**config.mk**
```make
export PLATFORM = sky130hd
export DESIGN_NAME = iso_descriptor_arm_and_completion_check
export DESIGN_NICKNAME = d
export VERILOG_FILES = /design/src/hw/rtl/idac_pkg.sv /design/src/hw/rtl/idac_rem_unit.sv /design/src/hw/rtl/iso_descriptor_arm_and_completion_check.sv
export SDC_FILE = /design/constraint.sdc
export NUM_CORES = 1
export LEC_CHECK = 0
export BUFFER_PORTS_ARGS = -buffer_cell sky130_fd_sc_hd__buf_2
export CORE_AREA = 5 5 233 235
export CTS_CLUSTER_DIAMETER = 60
export DETAILED_ROUTE_END_ITERATION = 6
export DIE_AREA = 0 0 238 240
export SETUP_SLACK_MARGIN = 0.2
export SYNTH_ARGS = -nofsm -noshare
export SYNTH_HDL_FRONTEND = slang
export SYNTH_SLANG_ARGS = --single-unit
```
**constraint.sdc**
```tcl
create_clock -name clk -period 13.53 [get_ports clk]
set_input_delay 1.353 -clock clk [delete_from_list [all_inputs] [get_ports clk]]
set_output_delay 1.353 -clock clk [all_outputs]
set_load 0.1 [all_outputs]
```
**src/hw/rtl/idac_pkg.sv**
```systemverilog
// Package: shared types and constants for the isochronous descriptor guard.
`default_nettype none
package idac_pkg;

	localparam int unsigned LEN_W   = 10;
	localparam int unsigned FRAME_W = 7;
	localparam int unsigned WIN_W   = 10;
	localparam int unsigned CFG_W   = 10;
	localparam int unsigned CIDX_W  = 2;
	localparam int unsigned CNT_W   = 16;
	localparam int unsigned FLT_W   = 6;

	localparam logic [31:0] CTRL_MASK = 32'hfc00_0000;
	localparam logic [31:0] CTRL_ISO  = 32'h0400_0000;
	localparam logic [22:0] WIN_SIZE  = 23'h40_0000;
	localparam logic [LEN_W-1:0] FB_LEN = LEN_W'(4);
	localparam logic [CNT_W-1:0] CNT_MAX = '1;
	localparam int unsigned ACTIVE_BIT = 31;

	localparam int unsigned F_NOARM    = 0;
	localparam int unsigned F_CONTROL  = 1;
	localparam int unsigned F_LENGTH   = 2;
	localparam int unsigned F_ADDRESS  = 3;
	localparam int unsigned F_PCM      = 4;
	localparam int unsigned F_FEEDBACK = 5;

	localparam logic [CIDX_W-1:0] REG_OUT_MAX_PACKET = 2'd0;
	localparam logic [CIDX_W-1:0] REG_FRAME_BYTES    = 2'd1;
	localparam logic [CIDX_W-1:0] REG_WINDOW_BASE    = 2'd2;

	typedef enum logic [1:0] {
		OP_ARM   = 2'd0,
		OP_CHECK = 2'd1,
		OP_CLEAR = 2'd2,
		OP_NONE  = 2'd3
	} op_t;

	typedef enum logic [1:0] {
		ST_IDLE,
		ST_EVAL,
		ST_MOD,
		ST_DONE
	} state_t;

	typedef struct packed {
		logic               start;
		logic [LEN_W-1:0]   dividend;
		logic [FRAME_W-1:0] divisor;
	} rem_req_t;

	typedef struct packed {
		logic busy;
		logic rem_nz;
	} rem_rsp_t;

endpackage
`default_nettype wire

```
**src/hw/rtl/idac_rem_unit.sv**
```systemverilog
// Bit-serial restoring remainder unit, one dividend bit per cycle.
`default_nettype none
module idac_rem_unit (
	input  wire logic              clk,
	input  wire logic              arst_n,
	input  wire idac_pkg::rem_req_t req,
	output idac_pkg::rem_rsp_t     rsp
);

	localparam int unsigned DW  = idac_pkg::LEN_W;
	localparam int unsigned RW  = idac_pkg::FRAME_W;
	localparam int unsigned CW  = $clog2(DW + 1);

	logic [CW-1:0] cnt_q;
	logic [DW-1:0] dvd_q;
	logic [RW-1:0] rem_q;
	logic [RW-1:0] dsr_q;
	logic [RW:0]   trial;
	logic          take;

	assign trial = {rem_q, dvd_q[DW-1]};
	assign take  = trial >= {1'b0, dsr_q};

	always_ff @(posedge clk or negedge arst_n) begin
		if (!arst_n) begin
			cnt_q <= '0;
		end else if (req.start) begin
			cnt_q <= CW'(DW);
		end else if (cnt_q != '0) begin
			cnt_q <= cnt_q - CW'(1);
		end
	end

	always_ff @(posedge clk) begin
		if (req.start) begin
			dvd_q <= req.dividend;
			dsr_q <= req.divisor;
			rem_q <= '0;
		end else if (cnt_q != '0) begin
			dvd_q <= {dvd_q[DW-2:0], 1'b0};
			rem_q <= take ? RW'(trial - {1'b0, dsr_q}) : trial[RW-1:0];
		end
	end

	assign rsp.busy   = cnt_q != '0;
	assign rsp.rem_nz = rem_q != '0;

endmodule
`default_nettype wire

```
**src/hw/rtl/iso_descriptor_arm_and_completion_check.sv**
```systemverilog
// Top level: arm and completion checker for two double-buffered iso endpoints.
//
// Input channel (in_valid/in_ready) takes one beat per item: arm, check or
// clear for one endpoint and bank. Output channel (out_valid/out_ready) gives
// exactly one result beat per item from an output register.
// A new item is taken only when the sequencer is idle. Arm, clear and most
// checks pass from accept through the evaluation step to the final step. A
// completion check of the audio OUT endpoint that needs the frame-size test
// also runs the remainder unit, one bit per cycle over the 10-bit byte count.
// The sequencer waits in its final step while the output register holds an
// untaken beat; the input side is free again once that result is loaded, so
// the next item is taken while a finished result still waits for out_ready.
// Configuration writes (cfg_we, cfg_index, cfg_data) land at once; the user makes
// them only while no item is in flight, as the block does not enforce this.
// Reset clears armed marks, fault counters, the sequencer and the output
// valid; configuration returns to 192 / 4 / 128. Recorded commands are not
// cleared and are meaningful only once armed.
`default_nettype none
module iso_descriptor_arm_and_completion_check (
	input  wire logic        clk,
	input  wire logic        arst_n,
	input  wire logic        cfg_we,
	input  wire logic [1:0]  cfg_index,
	input  wire logic [9:0]  cfg_data,
	input  wire logic        in_valid,
	output logic             in_ready,
	input  wire logic [1:0]  operation,
	input  wire logic        endpoint_sel,
	input  wire logic        bank,
	input  wire logic [31:0] buffer_address,
	input  wire logic [9:0]  arm_length,
	input  wire logic [31:0] descriptor_word,
	input  wire logic        checking_enabled,
	output logic             out_valid,
	input  wire logic        out_ready,
	output logic             arm_ok,
	output logic [31:0]      command_word,
	output logic [5:0]       fault_bits,
	output logic [31:0]      returned_word,
	output logic [15:0]      failure_count
);

	localparam int unsigned LW = idac_pkg::LEN_W;
	localparam int unsigned FW = idac_pkg::FLT_W;
	localparam int unsigned NW = idac_pkg::CNT_W;

	idac_pkg::state_t state_q, state_d;

	logic [LW-1:0]                   omp_q;
	logic [idac_pkg::FRAME_W-1:0]    frame_q;
	logic [idac_pkg::WIN_W-1:0]      winb_q;

	idac_pkg::op_t  op_q;
	logic           ep_q, bk_q, en_q;
	logic [31:0]    addr_q, word_q;
	logic [LW-1:0]  len_q;

	logic [31:0]        cmd_mem_q [4];
	logic [1:0][1:0]    marks_q;
	logic [NW-1:0]      cnt_q [2];

	logic [FW-1:0]  flt_q;
	logic           pcm_need_q, arm_ok_q;
	logic [31:0]    cmd_q;

	logic             out_valid_q;
	logic             ok_o_q;
	logic [31:0]      cmd_o_q, ret_o_q;
	logic [FW-1:0]    flt_o_q;
	logic [NW-1:0]    cnt_o_q;

	idac_pkg::rem_req_t rem_req;
	idac_pkg::rem_rsp_t rem_rsp;

	logic              accept, load_out, eval;
	logic [31:0]       armed;
	logic [LW-1:0]     remaining, capacity, moved, need;
	logic [15:0]       got, base, a_floor, a_ceil, a_one;
	logic              len_flt, addr_ok, checked;
	logic [FW-1:0]     flt_eval, flt_fin;
	logic [22:0]       span;
	logic              arm_bad;
	logic [NW-1:0]     cnt_new;

	assign accept   = in_valid && in_ready;
	assign in_ready = state_q == idac_pkg::ST_IDLE;
	assign eval     = state_q == idac_pkg::ST_EVAL;
	assign load_out = state_q == idac_pkg::ST_DONE && (!out_valid_q || out_ready);

	// configuration
	always_ff @(posedge clk or negedge arst_n) begin
		if (!arst_n) begin
			omp_q   <= LW'(192);
			frame_q <= idac_pkg::FRAME_W'(4);
			winb_q  <= idac_pkg::WIN_W'(128);
		end else if (cfg_we) begin
			case (cfg_index)
				idac_pkg::REG_OUT_MAX_PACKET: omp_q   <= cfg_data[LW-1:0];
				idac_pkg::REG_FRAME_BYTES:    frame_q <= cfg_data[idac_pkg::FRAME_W-1:0];
				idac_pkg::REG_WINDOW_BASE:    winb_q  <= cfg_data[idac_pkg::WIN_W-1:0];
				default: ;
			endcase
		end
	end

	// item capture
	always_ff @(posedge clk) begin
		if (accept) begin
			op_q   <= idac_pkg::op_t'(operation);
			ep_q   <= endpoint_sel;
			bk_q   <= bank;
			addr_q <= buffer_address;
			len_q  <= arm_length;
			word_q <= descriptor_word;
			en_q   <= checking_enabled;
		end
	end

	// check evaluation
	always_comb begin
		armed     = cmd_mem_q[{ep_q, bk_q}];
		remaining = word_q[25:16];
		capacity  = armed[25:16];
		got       = word_q[15:0];
		base      = armed[15:0];
		moved     = capacity - remaining;
		len_flt   = remaining > capacity;
		a_floor   = base + 16'(moved[LW-1:6]);
		a_ceil    = a_floor + 16'(moved[5:0] != '0);
		a_one     = base + 16'd1;
		addr_ok   = (got == a_floor) || (!ep_q && got == a_ceil) ||
			(ep_q && capacity == idac_pkg::FB_LEN && remaining == '0 && got == a_one);
		checked   = op_q == idac_pkg::OP_CHECK && !word_q[idac_pkg::ACTIVE_BIT] && en_q;
		flt_eval  = '0;
		flt_eval[idac_pkg::F_NOARM]    = !marks_q[ep_q][bk_q];
		flt_eval[idac_pkg::F_CONTROL]  = (word_q & idac_pkg::CTRL_MASK) != idac_pkg::CTRL_ISO;
		flt_eval[idac_pkg::F_LENGTH]   = len_flt;
		flt_eval[idac_pkg::F_ADDRESS]  = !len_flt && !addr_ok;
		flt_eval[idac_pkg::F_FEEDBACK] = ep_q && remaining != '0;
		if (!checked) begin
			flt_eval = '0;
		end
	end

	// arm evaluation
	always_comb begin
		need    = ep_q ? idac_pkg::FB_LEN : omp_q;
		span    = {1'b0, addr_q[21:0]} + 23'(len_q);
		arm_bad = addr_q[5:0] != '0 || addr_q[31:22] != winb_q ||
			span > idac_pkg::WIN_SIZE || len_q != need ||
			word_q[idac_pkg::ACTIVE_BIT];
	end

	assign rem_req.start    = eval;
	assign rem_req.dividend = moved;
	assign rem_req.divisor  = frame_q;

	idac_rem_unit u_rem (
		.clk    (clk),
		.arst_n (arst_n),
		.req    (rem_req),
		.rsp    (rem_rsp)
	);

	always_ff @(posedge clk) begin
		if (eval) begin
			flt_q      <= flt_eval;
			pcm_need_q <= checked && !ep_q && !len_flt && frame_q != '0;
			arm_ok_q   <= op_q == idac_pkg::OP_ARM && !arm_bad;
			cmd_q      <= {1'b1, 4'b0000, 1'b1, len_q, addr_q[21:6]};
		end
		if (eval && op_q == idac_pkg::OP_ARM && !arm_bad) begin
			cmd_mem_q[{ep_q, bk_q}] <= {1'b1, 4'b0000, 1'b1, len_q, addr_q[21:6]};
		end
	end

	always_comb begin
		flt_fin = flt_q;
		flt_fin[idac_pkg::F_PCM] = pcm_need_q && rem_rsp.rem_nz;
		cnt_new = cnt_q[ep_q];
		if (flt_fin != '0 && cnt_q[ep_q] != idac_pkg::CNT_MAX) begin
			cnt_new = cnt_q[ep_q] + NW'(1);
		end
	end

	// armed marks and fault counters
	always_ff @(posedge clk or negedge arst_n) begin
		if (!arst_n) begin
			marks_q <= '0;
			cnt_q[0] <= '0;
			cnt_q[1] <= '0;
		end else begin
			if (eval && op_q == idac_pkg::OP_ARM && !arm_bad) begin
				marks_q[ep_q][bk_q] <= 1'b1;
			end
			if (eval && op_q == idac_pkg::OP_CLEAR) begin
				marks_q[ep_q] <= '0;
			end
			if (load_out) begin
				cnt_q[ep_q] <= cnt_new;
			end
		end
	end

	// sequencer
	always_ff @(posedge clk or negedge arst_n) begin
		if (!arst_n) begin
			state_q <= idac_pkg::ST_IDLE;
		end else begin
			state_q <= state_d;
		end
	end

	always_comb begin
		state_d = state_q;
		case (state_q)
			idac_pkg::ST_IDLE: begin
				if (accept) begin
					state_d = idac_pkg::ST_EVAL;
				end
			end
			idac_pkg::ST_EVAL: begin
				state_d = (checked && !ep_q && !len_flt && frame_q != '0) ?
					idac_pkg::ST_MOD : idac_pkg::ST_DONE;
			end
			idac_pkg::ST_MOD: begin
				if (!rem_rsp.busy) begin
					state_d = idac_pkg::ST_DONE;
				end
			end
			idac_pkg::ST_DONE: begin
				if (load_out) begin
					state_d = idac_pkg::ST_IDLE;
				end
			end
			default: state_d = idac_pkg::ST_IDLE;
		endcase
	end

	// output register
	always_ff @(posedge clk or negedge arst_n) begin
		if (!arst_n) begin
			out_valid_q <= 1'b0;
		end else if (load_out) begin
			out_valid_q <= 1'b1;
		end else if (out_ready) begin
			out_valid_q <= 1'b0;
		end
	end

	always_ff @(posedge clk) begin
		if (load_out) begin
			ok_o_q  <= arm_ok_q;
			cmd_o_q <= arm_ok_q ? cmd_q : '0;
			flt_o_q <= flt_fin;
			ret_o_q <= op_q != idac_pkg::OP_CHECK ? '0 :
				(flt_fin != '0 ? (word_q | 32'h8000_0000) : word_q);
			cnt_o_q <= cnt_new;
		end
	end

	assign out_valid     = out_valid_q;
	assign arm_ok        = ok_o_q;
	assign command_word  = cmd_o_q;
	assign fault_bits    = flt_o_q;
	assign returned_word = ret_o_q;
	assign failure_count = cnt_o_q;

	a_accept_eval: assert property (@(posedge clk) disable iff (!arst_n)
		accept |=> state_q == idac_pkg::ST_EVAL)
		else $error("accepted item did not enter evaluation");

	a_mod_exit: assert property (@(posedge clk) disable iff (!arst_n)
		state_q == idac_pkg::ST_MOD && !rem_rsp.busy |=> state_q == idac_pkg::ST_DONE)
		else $error("sequencer stuck after remainder finished");

	a_cnt_mono0: assert property (@(posedge clk) disable iff (!arst_n)
		1'b1 |=> cnt_q[0] >= $past(cnt_q[0]))
		else $error("fault counter 0 decreased");

	a_cnt_mono1: assert property (@(posedge clk) disable iff (!arst_n)
		1'b1 |=> cnt_q[1] >= $past(cnt_q[1]))
		else $error("fault counter 1 decreased");

	a_arm_clean: assert property (@(posedge clk) disable iff (!arst_n)
		out_valid && arm_ok |-> fault_bits == '0 && returned_word == '0)
		else $error("arm result carries check fields");

endmodule
`default_nettype wire

```
### After elaboration in Yosys (flattened, before gate mapping)

Memory sizes are Yosys's and may differ from the RTL's. A register that Yosys moved wholly into a read port is not among the register bits.
Index checks and enable logic that the tools add are counted.

| word-level totals | value |
|---|---|
| flip-flop bits (word level) | 288 |
| memory bits (writable) | 104 |
| logic and storage cells | 159 |
| memories | 1 |

| operators by class | value |
|---|---|
| add/sub/neg operators | 8 |
| order comparisons | 9 |
| equal/unequal tests | 19 |
| mux-type cells | 36 |
| bitwise gates (word level) | 4 |
| reductions and logical operators | 53 |

Memories:

| memory | words | width | rd ports | clocked after Yosys merged registers in | wr ports | RTL line | RTL |
|---|---|---|---|---|---|---|---|
| cmd_mem_q | 4 | 26 | 1 | 1 | 1 | iso_descriptor_arm_and_completion_check.sv:58 | `logic [31:0] cmd_mem_q [4];` |

Operators with widths:

| kind | count |
|---|---|
| $mux 16 | 5 |
| $eq 16x16->1 | 3 |
| $add 16x1->16 const B | 2 |
| $bwmux 32 | 1 |
| $mux 32 | 1 |
| $mux 10 | 3 |
| $add 22x10->23 | 1 |
| $gt 23x23->1 const B | 1 |
| $logic_and 1x1->1 | 22 |
| $ne 10x10->1 | 2 |
| $reduce_bool 6->1 | 3 |
| $add 16x1->16 | 1 |
| $add 16x4->16 | 1 |
| $demux 16 s1 | 1 |
| $mux 2 | 8 |
| $mux 4 | 4 |
| $ne 16x16->1 const B | 1 |
| $reduce_bool 7->1 | 2 |
| $eq 10x3->1 const B | 1 |
| $gt 10x10->1 | 1 |
| $logic_not 10->1 | 1 |
| $reduce_bool 10->1 | 1 |
| $sub 10x10->10 | 1 |
| $eq 2x2->1 const B | 4 |
| 27 further kinds | 58 |

### Logic depth before layout (Yosys ltp)

| logic depth | value |
|---|---|
| depth after elaboration | 10 |
| mapped depth | 25 |
| gate-level depth less buffers | 22 |

### Modules after synthesis

From an unflattened synthesis, not the netlist that was laid out.

| second synthesis, totals | value |
|---|---|
| cells, all modules | 1306 |
| area, all modules | 18112.4 um2 |

By module, submodules not included:

| module | times used | cells each | area an instance (um2) | sequential area each (um2) |
|---|---|---|---|---|
| iso_descriptor_arm_and_completion_check | 1 | 1170 | 16599.7 | 10645.2 |
| idac_rem_unit | 1 | 136 | 1512.7 | 750.7 |

### Worst setup path before layout

No wires, ideal clock.

| timing | value |
|---|---|
| path kind | register to register |
| start | reg (tool-made name) |
| end | reg flt_q[3], data pin |
| arrival time | 6045 ps |
| required time | 13254 ps |
| path slack | 7209 ps |
| stages on the path, launching flop included | 25 |
| path buffers | 3 |
| clock period less this slack | 6321 ps |
| cells stage by stage | dfxtp_1 -> buf_6 -> buf_6 -> buf_2 -> mux4_2 -> inv_1 -> ha_1 -> inv_1 -> fa_1 -> a21o_1 -> a21o_1 -> a21o_1 -> a21oi_1 -> xnor2_1 -> ha_1 -> fa_1 -> a21o_1 -> a21oi_1 -> xnor2_1 -> nand3_1 -> or3_4 -> or4_1 -> a211o_1 -> a22oi_1 -> a31oi_1 |

RTL lines:

| what | RTL line | RTL |
|---|---|---|
| to (signal assigned) | iso_descriptor_arm_and_completion_check.sv:167 | `flt_q <= flt_eval;` |
| to (decl) | iso_descriptor_arm_and_completion_check.sv:62 | `logic [FW-1:0] flt_q;` |

==> out/metrics.cfg <==
[synth]
yosys.cell_count.top_type=sky130_fd_sc_hd__edfxtp_1
netlist-cell-type-count=78
yosys-mux-area-fraction_pct=9.44
synth.cell_area_um2=18000
synthCells=1261
synth.yosys.seq_area_share_pct=63.2
synth-edff-count=315
yosys_warnings=0
dominant_combinational_cell_family_by_area_after_synthesis=simple AND/OR/NAND/NOR gates
ys_async_sr_fraction_pct=17.8
netlist.top_cell.by_area=sky130_fd_sc_hd__edfxtp_1
synth-main-ff-cell=sky130_fd_sc_hd__edfxtp_1
synth.cells.most_frequent=sky130_fd_sc_hd__edfxtp_1 (315), sky130_fd_sc_hd__mux2_2 (77), sky130_fd_sc_hd__dfrtp_1 (66), sky130_fd_sc_hd__and2_1 (62), sky130_fd_sc_hd__nand2_1 (59)
synth.avg_cell_area_um2=14.3
post_synth_main_area_contributors=sky130_fd_sc_hd__edfxtp_1 (52%), sky130_fd_sc_hd__dfrtp_1 (9.2%), sky130_fd_sc_hd__mux2_2 (4.8%)
flip_flop_and_latch_count_after_synthesis=394
synth_compound_gate_area_share_pct=6.23
synth_fa_ha_area_share_pct=3.29
synth_top_area_share_pct=52.5
synthSimpleGateAreaFrac_pct=11.0
synth-xor-area-share_pct=4.66

[sta]
rsz0062_at_grt=no
fin_worst_skew_ns=0.0156
maxSlewViolCount=0
endpoints_failing_setup=0
final-hold-violation-count=0
final.hold.worst_slack_ns=0.449
timing.setup.tns_ns=0
final.period_utilization_pct=50.3
max_freq_mhz=147
min_period_ns=6.81
slew_headroom_pct=36.2
max_slew.worst_pin.slew_ns=0.953

[clock_tree]
cts_resized=0
clock-sinks=394
cts.hold.buffers_added=0
cts-buffers-inserted=45
root_buffer=sky130_fd_sc_hd__clkbuf_16
cts_tree=done
maximum_root_to_sink_buffer_count=3
clk_pin_slew_ns=0.06
cts.repair_timing.setup_buffer_count=0
worst_skew_pair.late_latency_ns=0.58
cts_htree_levels=2

[detailed_routing]
routed_via_density=5.02
drt_wl_total_um=41500
detail_route.wl_per_cell_um=19.0
drt_first_pass_iters=5
first_iter_violations=590
post-route-drc-count=0
post_route_antenna_net_violation_count=0
route.vias.total=11000

[critical_path]
cp-start-kind=flop
regToRegSetupSlack_ns=6.72
cp_data_arrival_time_ns=7.11
peak_per_stage_delay_on_the_critical_path_ns=0.58
timing.critical_path.mode_cell=sky130_fd_sc_hd__a21o_1
worst_ep_required_time_ns=13.84
critPathMaxFanout=27
r2r.worst_path.cells=23
crit_path_cell_trace=buf_4 > mux4_2 > inv_1 > ha_1 > inv_1 > fa_1 > a21o_1 > a21o_1 > a21o_1 > a21oi_1 > o21bai_1 > a21oi_1 > xnor2_1 > ha_1 > a21o_1 > a21oi_1 > xnor2_1 > nand3_1 > or3_4 > or4_1 > a211o_1 > a22oi_1 > a31oi_1
r2r_end=flt_q[3]$_SDFFCE_PN0P_
cpMaxStageDelayCell=sky130_fd_sc_hd__mux4_2
worstSetupPathType=flop to flop
setup.worst_path.end_class=flop

[pwr]
power-per-cell-area_nw_per_um2=228
static_leakage_uw=0.00794
p_comb_share_pct=37.6
vdd_ir_drop_max_mv=0.126
pwr-share-clk_pct=25.8
swShare_pct=40.8
power.switching_uw=1980
intPower_uw=2880
seqPwrFrac_pct=36.7

[cells_and_area]
layout.nets=1606
layout-drive-gt1-share_pct=26.4
postLayoutCellArea_um2=21300
syn2layout_area_growth_pct=18.0

[global_routing]
antenna_violations_before_repair=4
vias_in_the_first_global_route=11000
grt_first_pass_wirelength_um=64100
grt_remaining_overflow=0
globalRouteTotalUtil_pct=14.3
largest_net_degree_at_the_start_of_global_routing=71

[flow_run]
drv.max_cap_violation_count=0

[placed_design]
detailed_place_hpwl_um=28600
buffer_ports.inserted=180
finalWeightedCongestion=0.855
place_area_um2=19700

[hold_path]
worstHoldPathType=flop to flop
worstHoldEndpoint=fault_bits[1]$_DFFE_PP_
timing.hold.worst_path_depth=0
hold_path_startpoint=flt_q[1]$_SDFFCE_PN0P_

[floorplanning]
floorplan.initialDensity_pct=34.6
rows=84
io_pins=185
core_region_area_um2=52000
horizontal_die_dimension_um=238
design.die.area_um2=57100
floorplan.die.height_um=240

[run_status]
run_status=finished clean

how the worst max path moves through the flow:
| stage | startpoint | to | cells after the start |
|---|---|---|---|
| 6_report | flop | flt_q[3]$_SDFFCE_PN0P_ | 23 |
| 5_1_grt | flop | flt_q[3]$_SDFFCE_PN0P_ | 23 |
| 4_1_cts | flop | flt_q[3]$_SDFFCE_PN0P_ | 22 |
| 3_5_place_dp | flop | flt_q[3]$_SDFFCE_PN0P_ | 22 |
| 3_3_place_gp | flop | flt_q[3]$_SDFFCE_PN0P_ | 22 |
| 2_1_floorplan | flop | flt_q[3]$_SDFFCE_PN0P_ | 24 |
power by group through the flow:
| stage | sequential (uW) | clock, uW | combinational (uW) |
|---|---|---|---|
| after floorplan | 2370 | 0 | 889 |
| after global placement | 1800 | 0 | 1810 |
| after detailed placement | 1810 | 0 | 1830 |
| after CTS | 1790 | 1290 | 1840 |
| after global routing | 1810 | 1330 | 1960 |
| final | 1780 | 1250 | 1820 |
sequential cells by signal, summed over array words and instances, names as in the netlist, 4 cells and up, named ones only:
signal / cells
len_q: 10
word_q: 32
returned_word: 32
u_rem.dsr_q: 7
cmd_q: 26
cmd_mem_q: 104
u_rem.dvd_q: 10
flt_q: 5
u_rem.cnt_q: 4
command_word: 27
u_rem.rem_q: 7
winb_q: 10
failure_count: 16
cnt_q: 32
frame_q: 7
fault_bits: 6
marks_q: 4
addr_q: 32
omp_q: 10
final cells by class:
type / instances / area [um2]
Fill cell: 4778 / 30800
Sequential cell: 394 / 11400
Multi-Input combinational cell: 784 / 6290
Clock buffer: 52 / 1180
Timing Repair Buffer: 194 / 1010
Tap cell: 688 / 861
Clock inverter: 30 / 355
Inverter: 46 / 174
Antenna cell: 2 / 5.00
metal layers:
metal / global-route usage [%] / routed length, um / vias up
li1: - / - / 5206
met1: 20.9 / 19600 / 5438
met2: 22.1 / 18700 / 293
met3: 2.40 / 2250 / 63
met4: 4.10 / 978 / 0
met5: 0 / 0 / -
logic make-up (layout without fill, tap and decap cells):
group	after synthesis	count (layout)
xor+xnor	96	96
compound gates	166	166
other cells	1	6
fa+ha+maj	45	45
buf+inv	86	322
mux	125	125
simple gates	348	348
flops	394	394
per-stage QoR:
| stage | total power (uW) | std cells | setup slack (ns) | util, % |
|---|---|---|---|---|
| after global placement | 3610 | 2106 | 6.90 | 37.9 |
| final | 4860 | 2190 | 6.72 | 40.9 |
| after CTS | 4910 | 2188 | 6.74 | 40.9 |
| after detailed placement | 3640 | 2106 | 6.76 | 37.9 |
| after floorplan | 3250 | 1264 | 7.21 | - |
| after global routing | 5100 | 2188 | 6.23 | 40.9 |
placed cells by master, fill, tap and decap left out, types with 20 or more instances in the layout:
| cell | count |
|---|---|
| sky130_fd_sc_hd__o21ai_0 | 29 |
| sky130_fd_sc_hd__mux4_2 | 27 |
| sky130_fd_sc_hd__mux2_2 | 77 |
| sky130_fd_sc_hd__buf_2 | 180 |
| sky130_fd_sc_hd__mux2i_1 | 20 |
| sky130_fd_sc_hd__and2_1 | 61 |
| sky130_fd_sc_hd__xor2_1 | 48 |
| sky130_fd_sc_hd__a21oi_1 | 35 |
| sky130_fd_sc_hd__nand3_1 | 28 |
| sky130_fd_sc_hd__nor2_1 | 46 |
| sky130_fd_sc_hd__ha_1 | 40 |
| sky130_fd_sc_hd__xnor2_1 | 48 |
| sky130_fd_sc_hd__clkbuf_16 | 46 |
| sky130_fd_sc_hd__nand2_1 | 59 |
| sky130_fd_sc_hd__inv_1 | 45 |
| sky130_fd_sc_hd__edfxtp_1 | 315 |
| sky130_fd_sc_hd__dfrtp_1 | 66 |
critical path: cells and delay by family, from the launching register on:
family,cells,cell delay [ns]
simple gates,3,1.16
compound gates,11,2.51
xor+xnor,2,0.48
mux,1,0.58
fa+ha+maj,3,0.91
buf+inv,3,0.56
flops,1,0.31
(Power assumes the default switching activity.)
